$ cat src/rtl/csort_pkg.sv
// ----------------------------------------------------------------------------
// Counting sort package
// Shared sizes, codes and control structures of the edge grouping block.
// ----------------------------------------------------------------------------
package csort_pkg;

  localparam int MAX_EDGES = 1024;
  localparam int MAX_NODES = 256;

  localparam int EDGE_AW = $clog2(MAX_EDGES);
  localparam int CNT_W   = $clog2(MAX_EDGES + 1);
  localparam int NODE_W  = $clog2(MAX_NODES + 1);
  localparam int NODE_AW = $clog2(MAX_NODES);
  localparam int WALK_W  = (EDGE_AW > NODE_W) ? EDGE_AW : NODE_W;
  localparam int DEST_W  = 8;
  localparam int DATA_W  = 32;
  localparam int CFG_W   = 9;

  typedef enum logic [1:0] {
    KIND_OFFSET    = 2'd0,
    KIND_EDGE      = 2'd1,
    KIND_BAD_DEST  = 2'd2,
    KIND_FULL      = 2'd3
  } kind_t;

  typedef enum logic [1:0] {
    PH_LOAD = 2'd0,
    PH_OFFS = 2'd1,
    PH_EDGE = 2'd2
  } phase_t;

  typedef enum logic [3:0] {
    ST_CLEAR,
    ST_IDLE,
    ST_LD_WR,
    ST_PFX_RD,
    ST_PFX_WR,
    ST_SC_RD,
    ST_SC_CUR,
    ST_SC_WR,
    ST_DRAIN,
    ST_EMIT
  } ctrl_state_t;

  typedef struct packed {
    logic clr_step;
    logic ld_store;
    logic ld_commit;
    logic rej;
    logic close;
    logic pfx_rd;
    logic pfx_wr;
    logic sc_rd;
    logic sc_cur;
    logic sc_wr;
    logic dr_rd;
    logic emit;
  } cmd_t;

  typedef struct packed {
    phase_t phase;
    logic   bad_dest;
    logic   full;
    logic   n_zero;
    logic   tot_zero;
    logic   pfx_last;
    logic   sc_last;
    logic   emit_final;
    logic   clr_last;
  } stat_t;

endpackage

$ cat src/rtl/csort_ctrl.sv
// ----------------------------------------------------------------------------
// Counting sort controller
// Sequences loads, the prefix and scatter walks, draining and clearing.
// ----------------------------------------------------------------------------
module csort_ctrl (
  input  logic            clk,
  input  logic            rst_n,
  input  logic            start,
  input  logic            in_op,
  input  csort_pkg::stat_t stat,
  output csort_pkg::cmd_t  cmd,
  output logic            busy
);
  import csort_pkg::*;

  ctrl_state_t state_r, state_nxt;

  always_ff @(posedge clk) begin
    if (!rst_n) begin
      state_r <= ST_CLEAR;
    end else begin
      state_r <= state_nxt;
    end
  end

  always_comb begin
    state_nxt = state_r;
    cmd       = '0;
    busy      = 1'b1;
    case (state_r)
      ST_CLEAR: begin
        cmd.clr_step = 1'b1;
        if (stat.clr_last) begin
          state_nxt = ST_IDLE;
        end
      end
      ST_IDLE: begin
        busy = 1'b0;
        if (start) begin
          if (!in_op) begin
            if (stat.phase == PH_LOAD) begin
              if (stat.bad_dest || stat.full) begin
                cmd.rej = 1'b1;
              end else begin
                cmd.ld_store = 1'b1;
                state_nxt    = ST_LD_WR;
              end
            end
          end else if (stat.phase == PH_LOAD) begin
            cmd.close = 1'b1;
            if (!stat.n_zero) begin
              state_nxt = ST_PFX_RD;
            end else if (stat.tot_zero) begin
              state_nxt = ST_DRAIN;
            end else begin
              state_nxt = ST_SC_RD;
            end
          end else begin
            state_nxt = ST_DRAIN;
          end
        end
      end
      ST_LD_WR: begin
        cmd.ld_commit = 1'b1;
        state_nxt     = ST_IDLE;
      end
      ST_PFX_RD: begin
        cmd.pfx_rd = 1'b1;
        state_nxt  = ST_PFX_WR;
      end
      ST_PFX_WR: begin
        cmd.pfx_wr = 1'b1;
        if (!stat.pfx_last) begin
          state_nxt = ST_PFX_RD;
        end else if (stat.tot_zero) begin
          state_nxt = ST_DRAIN;
        end else begin
          state_nxt = ST_SC_RD;
        end
      end
      ST_SC_RD: begin
        cmd.sc_rd = 1'b1;
        state_nxt = ST_SC_CUR;
      end
      ST_SC_CUR: begin
        cmd.sc_cur = 1'b1;
        state_nxt  = ST_SC_WR;
      end
      ST_SC_WR: begin
        cmd.sc_wr = 1'b1;
        state_nxt = stat.sc_last ? ST_DRAIN : ST_SC_RD;
      end
      ST_DRAIN: begin
        cmd.dr_rd = 1'b1;
        state_nxt = ST_EMIT;
      end
      ST_EMIT: begin
        cmd.emit  = 1'b1;
        state_nxt = stat.emit_final ? ST_CLEAR : ST_IDLE;
      end
      default: begin
        state_nxt = ST_CLEAR;
      end
    endcase
  end

endmodule

$ cat config.mk
export PLATFORM = sky130hd
export DESIGN_NAME = csort_ctrl
export DESIGN_NICKNAME = d
export VERILOG_FILES = /design/src/rtl/csort_pkg.sv /design/src/rtl/csort_ctrl.sv
export SDC_FILE = /design/constraint.sdc
export NUM_CORES = 1
export LEC_CHECK = 0
export BUFFER_PORTS_ARGS = -buffer_cell sky130_fd_sc_hd__buf_4
export CORE_AREA = 3 3 40 42
export CTS_CLUSTER_DIAMETER = 100
export DETAILED_ROUTE_END_ITERATION = 10
export DIE_AREA = 0 0 43 45
export PLACE_DENSITY = 0.67
export SLEW_MARGIN = 40
export SYNTH_ARGS = -nofsm -noshare
export SYNTH_HDL_FRONTEND = slang
export SYNTH_SLANG_ARGS = --single-unit
$ cat constraint.sdc
create_clock -name clk -period 1.7 [get_ports clk]
set_input_delay 0.255 -clock clk [delete_from_list [all_inputs] [get_ports clk]]
set_output_delay 0.255 -clock clk [all_outputs]
set_load 0.01 [all_outputs]
==> impl_metrics.env <==
export IMPL_largest_reg_flops=4
export IMPL_synth_top_family_by_area="simple AND/OR/NAND/NOR gates"
export IMPL_worst_slew_pin_slew_ns=0.2797
export IMPL_synth_compound_area_share_pct=26.63
export IMPL_synth_main_ff_cell="dfxtp_1"
export IMPL_drt_iter0_drc=19
export IMPL_fp_row_count=13
export IMPL_cts_hold_fix_buffers=0
export IMPL_yosysTopAreaCellShare_pct=16.71
export IMPL_setup_worst_path_end_class="primary output"
export IMPL_clock_latency_ns=0.24
export IMPL_cts_sinks=4
export IMPL_dp_hpwl_um=1093
export IMPL_drt_vias_per_instance=5.500
export IMPL_final_util_pct=59.01
export IMPL_powerDensity_nw_per_um2=504.3
export IMPL_synth_warnings=0
export IMPL_die_h_um=45
export IMPL_track_usage_pct=15.79
export IMPL_routabilityCongestion=0.8586
export IMPL_rsz0062_at_grt="yes"
export IMPL_synthTopCellsByArea="dfxtp_1, a21oi_1, nand2_1"
export IMPL_top_regs="state_r: 4 flops"
export IMPL_async_flop_share_pct=0
export IMPL_pin_count=27
export IMPL_synth_xor_area_share_pct=0
export IMPL_muxShareOfSynthArea_pct=2.089
export IMPL_synth_adder_area_share_pct=0
export IMPL_htreeDepth=1
export IMPL_worstPathRequired_ns=1.44
export IMPL_finalClockSkew_ns=0.006108
export IMPL_fin_crit_ns=1.660
export IMPL_path_clk_slew_ns=0.04
export IMPL_drive_gt1_share_pct=49.48
export IMPL_hold_class="input port to register"
export IMPL_yosysMostFrequentCell="nand2_1"
export IMPL_synth_common_cells="nand2_1, a21oi_1, nor2_1"
export IMPL_status="finished, final reports clean"
export IMPL_antenna_found_initial=0
export IMPL_maxCapViolations=0
export IMPL_start_util_pct=37.29
export IMPL_drt_total_wl_um=1382
export IMPL_critPathMaxFanout=3
export IMPL_vias=616
export IMPL_cts_tree="built"
export IMPL_cp_top_family="simple AND/OR/NAND/NOR gates"
export IMPL_cts_buffers=3
export IMPL_diodes=0
export IMPL_synth_nets=79
export IMPL_fin_cells=112
export IMPL_critPathKind="register to primary output"
export IMPL_ys_ff_latch=4
export IMPL_drtAntennaViolNets=0
export IMPL_root_buffer="clkbuf_4"
export IMPL_grt_max_degree=16
export IMPL_route_detailed_drc=0
export IMPL_ys_types=30
export IMPL_die_area_um2=1935
export IMPL_core_area_um2=1285
export IMPL_cp_num_buf_inv=2
export IMPL_avgSynthCellArea_um2=7.372
export IMPL_syn_area_um2=479.2
export IMPL_drv_slew=0
export IMPL_fin_nets=113
export IMPL_die_w_um=43
export IMPL_synthSimpleGateAreaFrac_pct=48.30
export IMPL_syn_to_final_growth_pct=58.22
export IMPL_registers_top_by_ff_count="state_r"
export IMPL_overflow=0
export IMPL_leakagePower_nw=0.3142
export IMPL_wl_per_cell_um=12.34
export IMPL_worstPathArrival_ns=1.40
export IMPL_port_buffers=26
export IMPL_grt_pass1_wl_um=2373
export IMPL_ctsLongestPathBuffers=2
export IMPL_cp_start_kind="register"
export IMPL_seq_area_frac_synth_pct=16.71
export IMPL_crit_chain="nor4b_4 > inv_2 > nor4b_2 > buf_4"
export IMPL_dp_cells=107
export IMPL_synth_edf_count=0
export IMPL_cpPeakStageDelay_ns=0.33
export IMPL_slew_headroom_pct=81.08
export IMPL_hold_violations=0
export IMPL_yosys_area_top_type="dfxtp_1"
export IMPL_finalSetupViolations=0
export IMPL_drtPass1Iterations=4
export IMPL_netlist_instances=65
export IMPL_grt_pass1_vias=561
export IMPL_post_route_period_util_pct=97.62
export IMPL_irDropWorstVdd_mv=0.5015
export IMPL_critPathSlowestCell="dfxtp_2"
export IMPL_max_freq_mhz=602.6
## cell families (layout without fill, tap and decap cells)
group	Yosys count	in the layout
buf+inv	7	39
simple gates	34	34
compound gates	19	19
flops	4	4
mux	1	1
## final timing paths
kind / startpoint / to / slack (ns) / cells after the start
min reg2reg: state_r[0] / state_r[0] / 0.64 / 2
max reg2reg: state_r[0] / state_r[3] / 0.28 / 5
min: rst_n / state_r[0] / 0.28 / 3
max: state_r[2] / cmd[10] / 0.04 / 4
## layout by cell type, fill, tap and decap left out, types with 2 or more instances in the layout
cell type | Yosys | layout
nor4b_2 | 2 | 2
nand2_1 | 9 | 8
dfxtp_1 | 4 | 2
nor3b_1 | 2 | 2
o21ai_0 | 3 | 3
buf_4 | 0 | 32
a2bb2oi_1 | 2 | 2
a21oi_1 | 7 | 7
clkbuf_4 | 0 | 3
nor2_1 | 7 | 7
inv_1 | 3 | 2
dfxtp_2 | 0 | 2
nor3_1 | 3 | 3
a211oi_1 | 2 | 2
## per-stage QoR
step | power [W] | worst slack, ns | setup TNS, ns | hold WS (ns) | cell area, um2
2_1_floorplan | 0.0001857 | 0.1709 | 0 | 0.3872 | 479.2
3_3_place_gp | 0.0002546 | 0.2771 | 0 | 0.5290 | 711.9
3_5_place_dp | 0.0002555 | 0.2365 | 0 | 0.5341 | 711.9
4_1_cts | 0.0003774 | 0.007171 | 0 | 0.2819 | 734.5
5_1_grt | 0.0004074 | -0.04758 | -0.06431 | 0.2929 | 758.2
6_report | 0.0003824 | 0.04041 | 0 | 0.2829 | 758.2
## worst reg2reg max path: cells and delay by family (launching register included)
kind,cells,cell delay (ns)
buffers and inverters,1,0.18
and+or+nand+nor,1,0.43
DFF,1,0.32
AOI/OAI and AO/OA,3,0.36
## per-layer routing
metal  global-route usage, %  wire, um  up-vias
li1                        -         -      310
met4                  0.6024         0        0
met1                   20.86       630      270
met3                   7.171       156        0
met5                       0         0        -
met2                   25.15       595       36
## power breakdown
part | total, W | switching (W) | internal (W)
Sequential | 0.000106 | 0.00000574 | 0.0000999
Clock | 0.000116 | 0.0000374 | 0.0000788
Combinational | 0.000161 | 0.0000754 | 0.0000851
## timing repair
item | 4_1_cts | 5_1_grt
pin swaps | 0 | 3
resized for setup | 1 | 4
hold endpoints to repair | 0 | 0
buffers inserted | 0 | 2
endpoints found under the setup margin | 2 | 5
## cell type report
| class | instances | area (um2) |
|---|---|---|
| repair buffers | 33 | 251.5 |
| fillers | 140 | 526.8 |
| well taps | 15 | 18.77 |
| flip-flops and latches | 4 | 82.58 |
| inverters | 3 | 11.26 |
| multi-input cells | 54 | 371.6 |
| clock buffers | 3 | 22.52 |
Power figures use the tool's default switching activity.
